--- config.mk ---
export PLATFORM = sky130hd
export DESIGN_NAME = lin_frame_id_table_core
export DESIGN_NICKNAME = d
export VERILOG_FILES = /design/src/rtl/lfit_pkg.sv /design/src/rtl/lin_frame_id_table_core.sv /design/src/rtl/lfit_ram.sv
export SDC_FILE = /design/constraint.sdc
export NUM_CORES = 1
export LEC_CHECK = 0
export ABC_AREA = 1
export BUFFER_PORTS_ARGS = -buffer_cell sky130_fd_sc_hd__buf_2
export CORE_MARGIN = 2
export CORE_UTILIZATION = 50
export CTS_CLUSTER_DIAMETER = 150
export DETAILED_ROUTE_END_ITERATION = 10
export MAX_ROUTING_LAYER = met4
export PLACE_DENSITY = 0.67
export SKIP_LAST_GASP = 1
export SYNTH_ARGS = -nofsm -noshare
export SYNTH_HDL_FRONTEND = slang
export SYNTH_SLANG_ARGS = --single-unit
--- constraint.sdc ---
create_clock -name clock -period 4.3 [get_ports clock]
set_clock_uncertainty 0.2 [all_clocks]
set_input_delay 0.86 -clock clock [delete_from_list [all_inputs] [get_ports clock]]
set_output_delay 0.86 -clock clock [all_outputs]
set_load 0.01 [all_outputs]
--- src/rtl/lfit_pkg.sv ---
// Shared types, codes and sizes of the LIN frame ID table.
package lfit_pkg;

   localparam int DefaultTableDepth = 16;

   localparam int KindW   = 3;
   localparam int IdW     = 8;
   localparam int SizeW   = 4;
   localparam int StatusW = 3;
   localparam int ActionW = 2;
   localparam int LenW    = 4;
   localparam int FreeW   = 5;

   localparam logic [IdW-1:0]   ID_MAX  = 8'h3F;
   localparam logic [SizeW-1:0] LEN_MAX = 4'd8;
   localparam logic [SizeW-1:0] LEN_MIN = 4'd1;
   localparam logic [FreeW-1:0] FREE_SAT = 5'd31;

   // item kinds
   localparam logic [KindW-1:0] KIND_HEADER     = 3'd0;
   localparam logic [KindW-1:0] KIND_RX_FRAME   = 3'd1;
   localparam logic [KindW-1:0] KIND_SCHEDULE   = 3'd2;
   localparam logic [KindW-1:0] KIND_REGISTER   = 3'd3;
   localparam logic [KindW-1:0] KIND_UNREGISTER = 3'd4;

   // result status
   localparam logic [StatusW-1:0] ST_OK       = 3'd0;
   localparam logic [StatusW-1:0] ST_INVALID  = 3'd1;
   localparam logic [StatusW-1:0] ST_FULL     = 3'd2;
   localparam logic [StatusW-1:0] ST_EXISTS   = 3'd3;
   localparam logic [StatusW-1:0] ST_NOTSUP   = 3'd4;
   localparam logic [StatusW-1:0] ST_MISMATCH = 3'd5;

   // requested bus action
   localparam logic [ActionW-1:0] ACT_NONE = 2'd0;
   localparam logic [ActionW-1:0] ACT_RECV = 2'd1;
   localparam logic [ActionW-1:0] ACT_SEND = 2'd2;

   // one stored table entry, 11 bits
   typedef struct packed {
      logic            outgoing;
      logic [LenW-1:0] len;
      logic [5:0]      id;
   } entry_type;

   localparam int EntryW = $bits(entry_type);

   // result word minus the free slot count
   typedef struct packed {
      logic [StatusW-1:0] status;
      logic [ActionW-1:0] action;
      logic [LenW-1:0]    rlen;
      logic               deliver;
   } result_type;

endpackage

--- src/rtl/lin_frame_id_table_core.sv ---
// Top level of the LIN frame ID table: command decode, table walk and result word.
//
// Usage
//   Input channel: drive req_* with start high; the word is taken at a rising
//   edge where start is high and busy is low. busy stays high while the table
//   is walked or compacted, so only one word is in flight at a time.
//   Result channel: rsp_valid is high for exactly one cycle with the rsp_*
//   fields. The receiver cannot stall; every accepted word yields exactly one
//   result word. The next word may be offered in the same cycle as rsp_valid.
//   Configuration: csr_write_en loads commander_mode; write it only when idle.
// Walk
//   Words settled by their fields alone (bad kind, receive error, bad
//   schedule or register arguments, full table, schedule outside commander
//   mode) give their result in the cycle after acceptance. All others walk
//   the table held in one RAM with registered read, one entry per cycle;
//   a match ends the walk early. An unregister moves later entries down
//   one per cycle.
// Reset
//   Synchronous reset empties the table (entry count to zero) and clears
//   commander mode; RAM contents are left as they are and only read below
//   the fill count.
module lin_frame_id_table_core #(
   parameter int TABLE_DEPTH = lfit_pkg::DefaultTableDepth
) (
   input  logic                          clock,
   input  logic                          reset,
   // input channel
   input  logic                          start,
   output logic                          busy,
   input  logic [lfit_pkg::KindW-1:0]    req_kind,
   input  logic [lfit_pkg::IdW-1:0]      req_ident,
   input  logic [lfit_pkg::SizeW-1:0]    req_data_len,
   input  logic                          req_outgoing_dir,
   input  logic                          req_payload_ready,
   input  logic                          req_rx_error,
   input  logic [lfit_pkg::LenW-1:0]     req_rx_length,
   // result channel
   output logic                          rsp_valid,
   output logic [lfit_pkg::StatusW-1:0]  rsp_status,
   output logic [lfit_pkg::ActionW-1:0]  rsp_action,
   output logic [lfit_pkg::LenW-1:0]     rsp_response_length,
   output logic                          rsp_deliver_frame,
   output logic [lfit_pkg::FreeW-1:0]    rsp_slots_left,
   // configuration
   input  logic                          csr_write_en,
   input  logic                          csr_write_data
);

   // index into the table, fill count, and a width wide enough for sums
   localparam int IDX_W = (TABLE_DEPTH > 1) ? $clog2(TABLE_DEPTH) : 1;
   localparam int CNT_W = $clog2(TABLE_DEPTH + 1);
   localparam int W     = (CNT_W + 1 > 6) ? CNT_W + 1 : 6;

   localparam logic [1:0] S_IDLE  = 2'd0;
   localparam logic [1:0] S_SCAN  = 2'd1;
   localparam logic [1:0] S_SHIFT = 2'd2;

   logic [1:0]                   state_ff, state_in;
   logic [CNT_W-1:0]             count_ff, count_in;
   logic                         cmdr_ff;

   // latched item fields
   logic [lfit_pkg::KindW-1:0]   kind_ff;
   logic [lfit_pkg::IdW-1:0]     id_ff;
   logic [lfit_pkg::SizeW-1:0]   size_ff;
   logic                         dir_ff;
   logic                         ready_ff;
   logic [lfit_pkg::LenW-1:0]    rxlen_ff;

   // walk pointers
   logic [CNT_W-1:0]             scan_idx_ff, scan_idx_in;
   logic [IDX_W-1:0]             cmp_idx_ff, cmp_idx_in;
   logic                         cmp_vld_ff, cmp_vld_in;
   logic [IDX_W-1:0]             wr_idx_ff, wr_idx_in;

   // result word
   logic                         rsp_valid_ff;
   lfit_pkg::result_type         res_ff, res;
   logic [lfit_pkg::FreeW-1:0]   free_ff, free_in;
   logic                         fin;

   // RAM port
   logic                         ram_wr_en, ram_rd_en;
   logic [IDX_W-1:0]             ram_wr_addr, ram_rd_addr;
   lfit_pkg::entry_type          ram_wr_data, entry;

   logic                         accept;
   logic                         hit;
   logic [W-1:0]                 free_w;

   assign busy   = (state_ff != S_IDLE);
   assign accept = start && !busy;
   assign hit    = cmp_vld_ff && ({2'b00, entry.id} == id_ff);

   lfit_ram #(
      .WIDTH (lfit_pkg::EntryW),
      .DEPTH (TABLE_DEPTH),
      .AW    (IDX_W)
   ) u_table (
      .clock   (clock),
      .wr_en   (ram_wr_en),
      .wr_addr (ram_wr_addr),
      .wr_data (ram_wr_data),
      .rd_en   (ram_rd_en),
      .rd_addr (ram_rd_addr),
      .rd_data (entry)
   );

   always_comb begin
      state_in    = state_ff;
      count_in    = count_ff;
      scan_idx_in = scan_idx_ff;
      cmp_idx_in  = cmp_idx_ff;
      cmp_vld_in  = cmp_vld_ff;
      wr_idx_in   = wr_idx_ff;
      ram_wr_en   = 1'b0;
      ram_wr_addr = '0;
      ram_wr_data = '0;
      ram_rd_en   = 1'b0;
      ram_rd_addr = '0;
      fin         = 1'b0;
      res         = '{status: lfit_pkg::ST_INVALID, action: lfit_pkg::ACT_NONE,
                      rlen: '0, deliver: 1'b0};

      unique case (state_ff)
         S_IDLE: begin
            if (start) begin
               // settle what the fields alone decide, else start the walk
               if (req_kind > lfit_pkg::KIND_UNREGISTER) begin
                  fin = 1'b1;
               end else if (req_kind == lfit_pkg::KIND_RX_FRAME && req_rx_error) begin
                  fin = 1'b1;
               end else if (req_kind == lfit_pkg::KIND_SCHEDULE &&
                            req_ident > lfit_pkg::ID_MAX) begin
                  fin = 1'b1;
               end else if (req_kind == lfit_pkg::KIND_SCHEDULE && !cmdr_ff) begin
                  fin        = 1'b1;
                  res.status = lfit_pkg::ST_NOTSUP;
               end else if (req_kind == lfit_pkg::KIND_REGISTER &&
                            (req_ident > lfit_pkg::ID_MAX ||
                             req_data_len < lfit_pkg::LEN_MIN ||
                             req_data_len > lfit_pkg::LEN_MAX)) begin
                  fin = 1'b1;
               end else if (req_kind == lfit_pkg::KIND_REGISTER &&
                            W'(count_ff) >= W'(TABLE_DEPTH)) begin
                  fin        = 1'b1;
                  res.status = lfit_pkg::ST_FULL;
               end else begin
                  state_in    = S_SCAN;
                  scan_idx_in = '0;
                  cmp_vld_in  = 1'b0;
               end
            end
         end

         S_SCAN: begin
            if (hit) begin
               // first entry with this ID found at cmp_idx_ff
               case (kind_ff)
                  lfit_pkg::KIND_HEADER, lfit_pkg::KIND_SCHEDULE: begin
                     fin        = 1'b1;
                     res.status = lfit_pkg::ST_OK;
                     res.rlen   = entry.len;
                     if (!entry.outgoing) begin
                        res.action = lfit_pkg::ACT_RECV;
                     end else if (ready_ff) begin
                        res.action = lfit_pkg::ACT_SEND;
                     end
                  end
                  lfit_pkg::KIND_RX_FRAME: begin
                     fin = 1'b1;
                     if (!entry.outgoing) begin
                        res.rlen = entry.len;
                        if (entry.len != rxlen_ff) begin
                           res.status = lfit_pkg::ST_MISMATCH;
                        end else begin
                           res.status  = lfit_pkg::ST_OK;
                           res.deliver = 1'b1;
                        end
                     end
                  end
                  lfit_pkg::KIND_REGISTER: begin
                     fin        = 1'b1;
                     res.status = lfit_pkg::ST_EXISTS;
                  end
                  default: begin
                     // unregister: drop the last entry outright, else compact
                     if (W'(cmp_idx_ff) + W'(1) >= W'(count_ff)) begin
                        fin        = 1'b1;
                        res.status = lfit_pkg::ST_OK;
                        count_in   = count_ff - CNT_W'(1);
                     end else begin
                        state_in    = S_SHIFT;
                        wr_idx_in   = cmp_idx_ff;
                        ram_rd_en   = 1'b1;
                        ram_rd_addr = IDX_W'(W'(cmp_idx_ff) + W'(1));
                     end
                  end
               endcase
               if (fin) begin
                  state_in = S_IDLE;
               end
            end else if (scan_idx_ff < count_ff) begin
               // issue the next read; compare it in the next cycle
               ram_rd_en   = 1'b1;
               ram_rd_addr = scan_idx_ff[IDX_W-1:0];
               cmp_idx_in  = scan_idx_ff[IDX_W-1:0];
               cmp_vld_in  = 1'b1;
               scan_idx_in = scan_idx_ff + CNT_W'(1);
            end else if (cmp_vld_ff) begin
               // last compare missed; finish in the next cycle
               cmp_vld_in = 1'b0;
            end else begin
               fin      = 1'b1;
               state_in = S_IDLE;
               if (kind_ff == lfit_pkg::KIND_REGISTER) begin
                  // append at the fill count
                  ram_wr_en            = 1'b1;
                  ram_wr_addr          = count_ff[IDX_W-1:0];
                  ram_wr_data.outgoing = dir_ff;
                  ram_wr_data.len      = size_ff;
                  ram_wr_data.id       = id_ff[5:0];
                  count_in             = count_ff + CNT_W'(1);
                  res.status           = lfit_pkg::ST_OK;
               end
            end
         end

         S_SHIFT: begin
            // move entry wr_idx+1 down to wr_idx, reading two ahead
            ram_wr_en   = 1'b1;
            ram_wr_addr = wr_idx_ff;
            ram_wr_data = entry;
            if (W'(wr_idx_ff) + W'(2) >= W'(count_ff)) begin
               fin        = 1'b1;
               res.status = lfit_pkg::ST_OK;
               count_in   = count_ff - CNT_W'(1);
               state_in   = S_IDLE;
            end else begin
               ram_rd_en   = 1'b1;
               ram_rd_addr = IDX_W'(W'(wr_idx_ff) + W'(2));
               wr_idx_in   = IDX_W'(W'(wr_idx_ff) + W'(1));
            end
         end

         default: begin
            state_in = S_IDLE;
         end
      endcase
   end

   // free slots after this word, saturated
   assign free_w  = W'(TABLE_DEPTH) - W'(count_in);
   assign free_in = (free_w > W'(lfit_pkg::FREE_SAT)) ? lfit_pkg::FREE_SAT
                                                      : free_w[lfit_pkg::FreeW-1:0];

   always_ff @(posedge clock) begin
      if (reset) begin
         state_ff     <= S_IDLE;
         count_ff     <= '0;
         cmdr_ff      <= 1'b0;
         cmp_vld_ff   <= 1'b0;
         rsp_valid_ff <= 1'b0;
      end else begin
         state_ff     <= state_in;
         count_ff     <= count_in;
         cmp_vld_ff   <= cmp_vld_in;
         rsp_valid_ff <= fin;
         if (csr_write_en) begin
            cmdr_ff <= csr_write_data;
         end
      end
   end

   // payload: no reset
   always_ff @(posedge clock) begin
      scan_idx_ff <= scan_idx_in;
      cmp_idx_ff  <= cmp_idx_in;
      wr_idx_ff   <= wr_idx_in;
      if (accept) begin
         kind_ff  <= req_kind;
         id_ff    <= req_ident;
         size_ff  <= req_data_len;
         dir_ff   <= req_outgoing_dir;
         ready_ff <= req_payload_ready;
         rxlen_ff <= req_rx_length;
      end
      if (fin) begin
         res_ff  <= res;
         free_ff <= free_in;
      end
   end

   assign rsp_valid           = rsp_valid_ff;
   assign rsp_status          = res_ff.status;
   assign rsp_action          = res_ff.action;
   assign rsp_response_length = res_ff.rlen;
   assign rsp_deliver_frame   = res_ff.deliver;
   assign rsp_slots_left      = free_ff;

   // fill count never passes the table size
   a_count_bound: assert property (@(posedge clock) disable iff (reset)
      W'(count_ff) <= W'(TABLE_DEPTH))
      else $error("entry count beyond table depth");

   // reported free slots agree with the fill count left behind
   a_free_match: assert property (@(posedge clock) disable iff (reset)
      rsp_valid_ff |-> (W'(rsp_slots_left) ==
         ((W'(TABLE_DEPTH) - W'(count_ff) > W'(lfit_pkg::FREE_SAT)) ?
            W'(lfit_pkg::FREE_SAT) : W'(TABLE_DEPTH) - W'(count_ff))))
      else $error("free slot count disagrees with entry count");

   // an accepted word either answers at once or keeps the block busy
   a_accept_progress: assert property (@(posedge clock) disable iff (reset)
      accept |=> (rsp_valid_ff || busy))
      else $error("accepted word neither answered nor in progress");

   // compaction only ever writes inside the valid part of the table
   a_shift_bound: assert property (@(posedge clock) disable iff (reset)
      (state_ff == S_SHIFT) |-> (W'(wr_idx_ff) + W'(1) < W'(count_ff)))
      else $error("compaction beyond the last entry");

   // a bus action is only requested with an ok status
   a_action_ok: assert property (@(posedge clock) disable iff (reset)
      (rsp_valid_ff && rsp_action != lfit_pkg::ACT_NONE) |-> (rsp_status == lfit_pkg::ST_OK))
      else $error("action requested with failing status");

endmodule

--- src/rtl/lfit_ram.sv ---
// Generic simple dual-port RAM with registered read.
module lfit_ram #(
   parameter int WIDTH = 8,
   parameter int DEPTH = 16,
   parameter int AW    = (DEPTH > 1) ? $clog2(DEPTH) : 1
) (
   input  logic             clock,
   input  logic             wr_en,
   input  logic [AW-1:0]    wr_addr,
   input  logic [WIDTH-1:0] wr_data,
   input  logic             rd_en,
   input  logic [AW-1:0]    rd_addr,
   output logic [WIDTH-1:0] rd_data
);

   logic [WIDTH-1:0] mem_ff [DEPTH];
   logic [WIDTH-1:0] rd_data_ff;

   always_ff @(posedge clock) begin
      if (wr_en) begin
         mem_ff[wr_addr] <= wr_data;
      end
      if (rd_en) begin
         rd_data_ff <= mem_ff[rd_addr];
      end
   end

   assign rd_data = rd_data_ff;

endmodule
-- After elaboration in Yosys (flattened, before gate mapping)
Memories as Yosys holds them, arrays and structs flattened. A register that Yosys moved wholly into a read port is not among the register bits.
Cells that the tools add are included.
- add/sub/neg operators: 7
- $lt $le $gt $ge: 9
- equality and inequality tests: 28
- multiplexer cells: 114
- bitwise logic cells: 3
- reductions and logical operators: 27
- operators with widths (kind ; number):
    $mux W5 ; 17
    $mux W4 ; 13
    $mux W11 ; 4
    $mux W1 ; 41
    $mux W2 ; 17
    $pmux W4 S2 ; 4
    $ne A2 B2 Y1 const B ; 14
    $mux W3 ; 8
    $pmux W11 S2 ; 1
    $pmux W5 S2 ; 2
    $pmux W3 S3 ; 2
    $eq A3 B2 Y1 const B ; 4
    $ge A6 B5 Y1 ; 2
    $reduce_and A12 Y1 ; 1
    $add A5 B1 Y5 const B ; 2
    $reduce_and A10 Y1 ; 1
    $reduce_and A9 Y1 ; 1
    $eq A6 B8 Y1 ; 1
    $gt A8 B6 Y1 const B ; 1
    $ne A4 B4 Y1 const B ; 2
    $reduce_or A4 Y1 ; 2
    $logic_and A1 B1 Y1 ; 7
    $eq A3 B1 Y1 const B ; 2
    $gt A6 B5 Y1 const B ; 1
    28 further kinds ; 38
- register bits: 59
- bits in writable memories: 176
- input bits: 27
- output and inout port bits: 17
- memories kept: 1
- memories (memory ; depth ; bits a word ; read ports ; clocked after memory_dff ; wr ports ; line ; RTL):
    u_table.mem_ff ; 16 ; 11 ; 1 ; 1 ; 1 ; lfit_ram.sv:16 ; logic [WIDTH-1:0] mem_ff [DEPTH];

-- Logic depth before layout (Yosys ltp)
Gate-level depths: netlist of the first run.
- depth after elaboration: 11
- gate-level depth with buffers: 21

-- By module
From an unflattened synthesis of the first run, not the netlist that was laid out.
- cells, all modules: 1242
- area, all modules: 11945.2 sq um
- by module, submodules not included (module ; times used ; cells an instance ; area an instance (sq um)):
    lfit_ram ; 1 ; 748 ; 7962.6
    lin_frame_id_table_core ; 1 ; 494 ; 3982.6

-- Least setup slack after synthesis of the first run
Ideal clock, no wire load.
- path kind: register to register
- start point: reg count_ff[4]
- end point: mem u_table.mem_ff[12][0] (netlist name) (enable)
- library setup time: 378 ps
- arrival time: 2568 ps
- data required time: 3722 ps
- setup slack: 1153 ps
- cell stages (with the launch flop): 12
- buffers on the path: 1
- clock period less this slack: 3147 ps
- cells stage by stage: dfxtp_1 > clkbuf_1 > inv_1 > ha_1 > nand2_1 > nor2_1 > o21ai_1 > nand3_1 > nand2_1 > o32ai_1 > nand3_1 > nor2_1
- word-level cells in the longest chain between the ends: 6
- elaborated cells between the ends (all ways): 9
- ends and longest elaborated chain (element ; line ; RTL):
    start, declared ; lin_frame_id_table_core.sv:59 ; logic [CNT_W-1:0] count_ff, count_in;
    start signal, assigned ; lin_frame_id_table_core.sv:266 ; count_ff <= count_in;
    $lt A5 B5 Y1 * ; lin_frame_id_table_core.sv:203 ; end else if (scan_idx_ff < count_ff) begin
    $mux W1 ; lin_frame_id_table_core.sv:203 ;
    $mux W1 ; lin_frame_id_table_core.sv:157 ; if (hit) begin
    $pmux W1 S2 ; lin_frame_id_table_core.sv:125 ; unique case (state_ff)
    $mux W1 ; lfit_ram.sv:20 ; if (wr_en) begin
    $mux W1 (not written as such) ; lfit_ram.sv:21 ; mem_ff[wr_addr] <= wr_data;
    end, declared ; lfit_ram.sv:16 ;
Mark *: on every way between the ends. The rest lies on a longest branch, timed or not.

-- Worst setup path after layout of the first run
- start point: reg wr_idx_ff[1]
- end point: reg u_table.rd_data_ff[9], in the netlist u_table.rd_data[9], read port of u_table.mem_ff (data pin)
- word-level cells in the longest chain between the ends: 4
- elaborated cells between the ends (all ways): 6
- ends and longest elaborated chain (element ; line ; RTL):
    start, declared ; lin_frame_id_table_core.sv:74 ; logic [IDX_W-1:0] wr_idx_ff, wr_idx_in;
    start signal, assigned ; lin_frame_id_table_core.sv:279 ; wr_idx_ff <= wr_idx_in;
    $add A4 B2 Y5 * ; lin_frame_id_table_core.sv:241 ; ram_rd_addr = IDX_W'(W'(wr_idx_ff) + W'(2));
    $ge A6 B5 Y1 ; lin_frame_id_table_core.sv:234 ; if (W'(wr_idx_ff) + W'(2) >= W'(count_ff)) begin
    $mux W4 or $mux W1 (tied branches) ; lin_frame_id_table_core.sv:234 ;
    $pmux W4 S2 or $pmux W1 S2 (tied branches) ; lin_frame_id_table_core.sv:125 ;
    end, declared ; lfit_ram.sv:17 ; logic [WIDTH-1:0] rd_data_ff;
Marked as above.
A chain may end at the register's enable or synchronous reset.

==> flow_metrics.py, run 1 <==
metrics = {
    "sta": {
        "worst_pin_slew_ns": 1.09,
        "slew_headroom": 0.267,
        "finalSetupTns_ns": 0,
        "period_needed_ns": 3.92,
        "hold_viol": 0,
        "fin_crit_sh": 0.911,
        "setup_violations": 0,
        "drv_slew": 0,
        "fmax_mhz": 255,
        "rsz0062_at_grt": "false",
    },
    "placement": {
        "hpwl_um": 20400,
        "placed_area_um2": 12800,
        "port_buffers": 43,
        "gp_congestion": 0.905,
    },
    "logic_synthesis": {
        "avgSynthCellArea_um2": 9.88,
        "synth.top_cell.area_share": 0.584,
        "synth.ff_latch_count": 246,
        "synth.largest_area_cell": "edfxtp_1",
        "ys_types": 44,
        "synth.cells.most_frequent": "nand3_1, edfxtp_1, nand2_1",
        "syn_area_um2": 12100,
        "async_flop_share": 0,
        "yosysMostFrequentCell": "nand3_1",
        "ys_warn_count": 0,
        "synth_area_leaders": "edfxtp_1, nand3_1, nand2_1",
        "yosysSeqAreaShare": 0.601,
        "synth_ff_type": "edfxtp_1",
        "synth-edff-count": 236,
        "syn_nets": 1282,
        "synth_cells": 1228,
    },
    "worst_setup_path": {
        "r2r_start": "wr_idx_ff[1]",
        "cp.arrival_ns": 4.13,
        "critical_path_required_ns": 4.51,
        "r2r_cells": 15,
        "crit_path_end_kind": "flip-flop",
        "worstSetupPathType": "flip-flop to flip-flop",
        "cp_max_fo": 12,
        "start_kind": "flip-flop",
        "r2r-end": "u_table.rd_data[9]",
        "r2r_setup_slack_ns": 0.38,
    },
    "global_routing": {
        "grt_pass1_vias": 8543,
        "grt_max_degree": 59,
        "antenna_found_initial": 0,
        "grt_use_total": 0.249,
        "overflow": 0,
        "grt_pass1_wl_um": 48300,
    },
    "power_and_ir_drop": {
        "comb_power_share": 0.347,
        "clockPowerShare": 0.250,
        "power_frac_seq": 0.403,
        "p_switching_mw": 3.05,
        "leakage_nw": 5.63,
        "p_per_area_nw_per_um2": 592,
        "ir_drop_v": 0.000456,
        "intPower_mw": 5.01,
        "p_sw_frac": 0.379,
    },
    "clocking": {
        "cts_resized": 0,
        "cts_tree": "done",
        "cts_buffers": 26,
        "hold_buffers": 0,
        "post_cts_buffers": 0,
        "clkTransAtPathRegs_ns": 0.06,
        "clkLatencyLatePin_ns": 0.54,
        "cts_buffer_depth": 3,
        "root_buffer": "clkbuf_16",
        "cts.sinks": 246,
        "cts-htree-levels": 1,
    },
    "route": {
        "avgViaCountPerCell": 5.52,
        "drc": 0,
        "routed_wl_um": 30700,
        "ant_nets": 0,
        "vias": 8967,
        "detail_route.wl_per_cell_um": 18.9,
        "first_iter_violations": 914,
        "first_pass_iters": 5,
    },
    "finish": {
        "final_nets": 1337,
        "stdcell_area_um2": 13600,
        "final_core_util": 0.566,
        "nFillCells": 2118,
        "antennaDiodeCount": 0,
        "multiInputGateArea_um2": 3950,
        "syn_to_final_growth_pct": 12.1,
        "drive_gt1_frac": 0.109,
        "seq_area_um2": 7290,
    },
    "job": {
        "drv_cap": 0,
    },
    "die": {
        "pin_count": 44,
        "fp.dieW_um": 160,
        "die_h_um": 160,
        "placementRows": 57,
        "initial_core_util": 0.505,
        "core_area_um2": 24000,
        "die_area_um2": 25500,
    },
    "hold_path": {
        "hp-class": "input pin to flip-flop",
        "hold_depth": 1,
        "min_from": "req_rx_length[1]",
        "hold_path_end": "rxlen_ff[1]",
    },
    "status": {
        "status": "complete, no violations",
    },
}
==> logic make-up (layout without fill, tap and decap cells) <==
kind of cell,after synthesis,count (layout),share of synthesized area
xor gates and xnor gates,16,16,0.0116
muxes,1,1,0.000825
DFF,246,246,0.601
buffers and inverters,231,302,0.0760
and+or+nand+nor,653,653,0.256
adders and majority gates,27,27,0.0278
AOI/OAI and AO/OA,54,54,0.0266
==> worst max-delay path by stage <==
stage,startpoint,end,slack (ns),depth (start not counted)
finish,wr_idx_ff[1],u_table.rd_data[9],0.38,15
global placement,wr_idx_ff[1],u_table.rd_data[9],0.44,15
global route,wr_idx_ff[1],u_table.rd_data[9],0.1,15
CTS,wr_idx_ff[1],u_table.rd_data[9],0.37,15
detailed placement,wr_idx_ff[1],u_table.rd_data[9],0.37,15
floorplan,count_ff[4],u_table.mem_ff[12][0],1.15,11
==> metal layers <==
metal  track usage  up-vias  share of wire
met5             -        -              0
met4        0.0740        0          0.031
met3        0.0395       56          0.066
met2         0.393      314           0.47
met1         0.334     4273           0.43
li1              -     4324              -
==> power by group through the flow <==
stage / Clock (mW) / Combinational (mW) / Sequential [mW]
floorplan: 0 / 1.93 / 3.27
global placement: 0 / 2.74 / 3.30
detailed placement: 0 / 2.77 / 3.30
CTS: 2.05 / 2.78 / 3.25
global route: 2.14 / 3.14 / 3.28
finish: 2.01 / 2.80 / 3.25
==> critical path, stage by stage, from the launching register on <==
cell and delay, ns:
edfxtp_1 0.42, ha_1 0.25, xnor2_1 0.18, inv_1 0.06, ha_1 0.29, nand2_1 0.07, nand2_1 0.04, a21oi_1 0.16
nand3_1 0.23, nor2_2 0.39, inv_1 0.18, o211ai_1 0.25, nand2_1 0.41, clkinvlp_4 0.38, nand3_1 0.20, nand2_1 0.10
==> cell type report <==
cell class / count / area share
timing repair buffer: 87 / 0.0410
inverter: 171 / 0.0475
clock buffer: 29 / 0.0487
multi-input combinational: 751 / 0.290
sequential: 246 / 0.536
tap: 324 / 0.0298
clock inverter: 15 / 0.00727
==> state kept, by name (all words and copies together) (netlist names), 5 cells and up <==
register	count
count_ff	5
id_ff	8
rsp_slots_left	5
scan_idx_ff	5
u_table.mem_ff	176
u_table.rd_data	11
==> layout by cell type, fill, tap and decap left out, drive strengths merged <==
cell / instances
o31ai: 1
nor4: 1
a21oi: 22
o32ai: 3
inv: 166
and3: 1
mux2i: 1
o211ai: 7
nand3: 247
nand4: 47
edfxtp: 236
o21bai: 1
clkinv: 19
xnor2: 8
nor3b: 4
a211oi: 5
buf: 87
nand2: 223
ha: 27
or2: 3
xor2: 8
a31oi: 1
nor3: 8
o21ai: 12
a21boi: 1
clkbuf: 29
nand3b: 34
o21a: 1
dfxtp: 10
nor2: 85
clkinvlp: 1
==> stage by stage <==
stage	worst slack, ns	hold WS, ns	instances	total power [mW]
after floorplan	1.15	0.261	1228	5.20
after CTS	0.368	0.282	1623	8.09
after global routing	0.0975	0.279	1623	8.57
after detailed placement	0.372	0.304	1579	6.07
after global placement	0.437	0.288	1579	6.04
final	0.381	0.297	1623	8.06
No activity file was read; power rests on OpenSTA's default activity.
==> run 2: changes to the inputs <==
--- a/config.mk
+++ b/config.mk
@@ -5,7 +5,7 @@
 export SDC_FILE = /design/constraint.sdc
 export NUM_CORES = 1
 export LEC_CHECK = 0
-export ABC_AREA = 1
+export ABC_AREA = 0
 export BUFFER_PORTS_ARGS = -buffer_cell sky130_fd_sc_hd__buf_2
 export CORE_MARGIN = 2
 export CORE_UTILIZATION = 50
==> run 2 against run 1 <==
Total power shrank 33%. Via count shrank 11%. Non-clock buffer count grew 15. Wire length shrank 6.0%. Flip-flop and latch count is the same. Worst hold slack lost 0.0059 ns. Worst setup slack lost 0.17 ns. Critical path depth shrank 4. Combinational power shrank 82%. Synthesized area shrank 6.1%. First-iteration DRC count shrank 11%. Highest routed layer unchanged.
==> flow_metrics.py, run 2 <==
metrics = {
    "finish": {
        "layout_commonest_cell": "edfxtp_1",
        "mostFrequentLayoutCells": "edfxtp_1, nand2_1, nand3_1, buf_4, nor2_1",
        "stdcell_area_um2": 13000,
        "final_nets": 1049,
        "antennaDiodeCount": 0,
        "largest_reg_flops": 176,
        "drive_gt1_frac": 0.169,
        "syn_to_final_growth_pct": 14.5,
        "regMostFlops": "u_table.mem_ff",
    },
    "logic_synthesis": {
        "syn_nets": 967,
        "synth_cells": 913,
        "synth-edff-count": 236,
        "ys_types": 69,
        "synth.largest_area_cell": "edfxtp_1",
        "synth.cells.most_frequent": "edfxtp_1, nand2_1, nand3_1",
        "yosysSeqAreaShare": 0.640,
        "syn_area_um2": 11400,
        "synth_area_leaders": "edfxtp_1, nand3_1, ha_1",
        "synth.top_cell.area_share": 0.622,
        "yosysMostFrequentCell": "edfxtp_1",
        "avgSynthCellArea_um2": 12.5,
        "async_flop_share": 0,
        "ys_warn_count": 0,
        "synth_ff_type": "edfxtp_1",
        "synth.ff_latch_count": 246,
    },
    "worst_setup_path": {
        "cp_max_fo": 19,
        "critical_path_required_ns": 4.37,
        "r2r_cells": 11,
        "path_cells": "ha_1 -> ha_1 -> a21o_1 -> a31oi_1 -> o211ai_1 -> nor2_1 -> a221o_2 -> buf_4 -> or3_1 -> a31oi_1 -> o41ai_2",
        "worstSetupPathType": "flip-flop to flip-flop",
        "crit_path_end_kind": "flip-flop",
        "crit_path_max_incr_delay_ns": 0.60,
        "start_kind": "flip-flop",
        "cp_slowest_cell": "o211ai_1",
        "cp.arrival_ns": 4.15,
    },
    "sta": {
        "setup_violations": 0,
        "fmax_mhz": 245,
        "holdWs_ns": 0.291,
        "drv_slew": 0,
        "slew_headroom": 0.549,
        "finalSetupTns_ns": 0,
        "fin_crit_sh": 0.950,
        "hold_viol": 0,
        "worst_pin_slew_ns": 0.674,
        "postLayoutSetupSlackWorst_ns": 0.214,
        "period_needed_ns": 4.09,
        "rsz0062_at_grt": "false",
    },
    "power_and_ir_drop": {
        "power_frac_seq": 0.509,
        "p_switching_mw": 1.29,
        "clockPowerShare": 0.394,
        "comb_power_share": 0.097,
        "intPower_mw": 4.07,
        "ir_drop_v": 0.000328,
        "p_per_area_nw_per_um2": 411,
        "leakage_nw": 4.48,
        "p_sw_frac": 0.241,
    },
    "global_routing": {
        "antenna_found_initial": 0,
        "overflow": 0,
        "grt_pass1_vias": 7709,
        "grt_max_degree": 54,
        "grt_pass1_wl_um": 44800,
        "grt_use_total": 0.250,
    },
    "die": {
        "die_area_um2": 24000,
        "fp.dieW_um": 155,
        "core_area_um2": 22500,
        "placementRows": 55,
        "initial_core_util": 0.506,
        "pin_count": 44,
        "die_h_um": 155,
    },
    "route": {
        "routed_wl_um": 28900,
        "ant_nets": 0,
        "first_pass_iters": 5,
        "detail_route.wl_per_cell_um": 22.2,
        "first_iter_violations": 809,
        "drc": 0,
        "vias": 8007,
        "avgViaCountPerCell": 6.16,
    },
    "placement": {
        "placed_area_um2": 12200,
        "gp_congestion": 0.914,
        "port_buffers": 43,
        "dp_slack_ns": 0.278,
        "hpwl_um": 19100,
    },
    "clocking": {
        "cts.sinks": 246,
        "cts_tree": "done",
        "clkTransAtPathRegs_ns": 0.06,
        "cts_buffer_depth": 3,
        "clkLatencyLatePin_ns": 0.55,
        "cts-htree-levels": 1,
        "root_buffer": "clkbuf_16",
        "cts_buffers": 26,
        "hold_buffers": 0,
    },
    "status": {
        "status": "complete, no violations",
    },
    "hold_path": {
        "hp-class": "input pin to flip-flop",
        "hold_depth": 1,
    },
    "job": {
        "drv_cap": 0,
    },
}
run 2: cell types whose count changed in the layout (fill, tap and decap cells not counted), moves of 31 or more:
cell and delta:
o21ai_0 +36, nand3_1 -177, nand4_1 -42, inv_1 -122, nand3b_1 -31, nand2_1 -140
run 2: logic make-up (layout without fill, tap and decap cells):
| logic type | count (synthesis) | in the layout | share of synthesized area |
|---|---|---|---|
| flip-flops | 246 | 246 | 0.640 |
| AND/OR/NAND/NOR | 311 | 311 | 0.136 |
| AO/OA/AOI/OAI | 209 | 209 | 0.138 |
| buffers and inverters | 91 | 192 | 0.0328 |
| XOR/XNOR | 20 | 20 | 0.0154 |
| adder cells (fa/ha/maj) | 27 | 27 | 0.0297 |
| multiplexers | 9 | 9 | 0.00824 |
run 2: cell type report:
type,instances,area [um^2]
inverters,43,161
well taps,285,357
clock inverters,13,114
flip-flops and latches,246,7290
repair buffers,102,683
fillers,1804,9460
multi-input cells,576,3740
clock buffers,34,701
run 2: final timing paths:
check,startpoint,endpoint,slack (ns)
hold reg to reg,state_ff[1],state_ff[1],0.31
hold / removal,req_ident[2],id_ff[2],0.29
setup reg to reg,wr_idx_ff[1],u_table.rd_data[7],0.21
setup / recovery,wr_idx_ff[1],u_table.rd_data[7],0.21
run 2: stage by stage:
step	utilization	std cells	power (mW)
2_1_floorplan	-	913	3.10
3_3_place_gp	0.543	1252	3.29
3_5_place_dp	0.543	1252	3.30
4_1_cts	0.580	1299	5.40
5_1_grt	0.580	1299	5.55
6_report	0.580	1299	5.37
run 2: power groups by stage:
stage	combinational, mW	clock (mW)	sequential (mW)
after global placement	0.503	0	2.78
after floorplan	0.314	0	2.78
after global routing	0.566	2.24	2.74
after detailed placement	0.511	0	2.79
after CTS	0.514	2.15	2.74
final	0.518	2.11	2.73
run 2: metal layers:
metal  up-vias  routed length (um)  track usage
met3        78                2300       0.0387
li1       3676                   -            -
met1      3875               12400        0.352
met2       378               13100        0.372
met4         0                1110       0.0899
met5         -                   0            -
run 2: worst max-delay path: cells and delay by family (launching register included):
family                   cells  cell delay, ns
AO/OA/AOI/OAI                6            1.66
AND/OR/NAND/NOR              2            0.51
adder cells (fa/ha/maj)      2            0.67
buffers and inverters        1            0.26
flip-flops                   1            0.51
run 2: timing repair:
action | in CTS | in global routing
setup buffers | 0 | 0
resized for setup | 0 | 1
endpoints found under the setup margin | 0 | 1
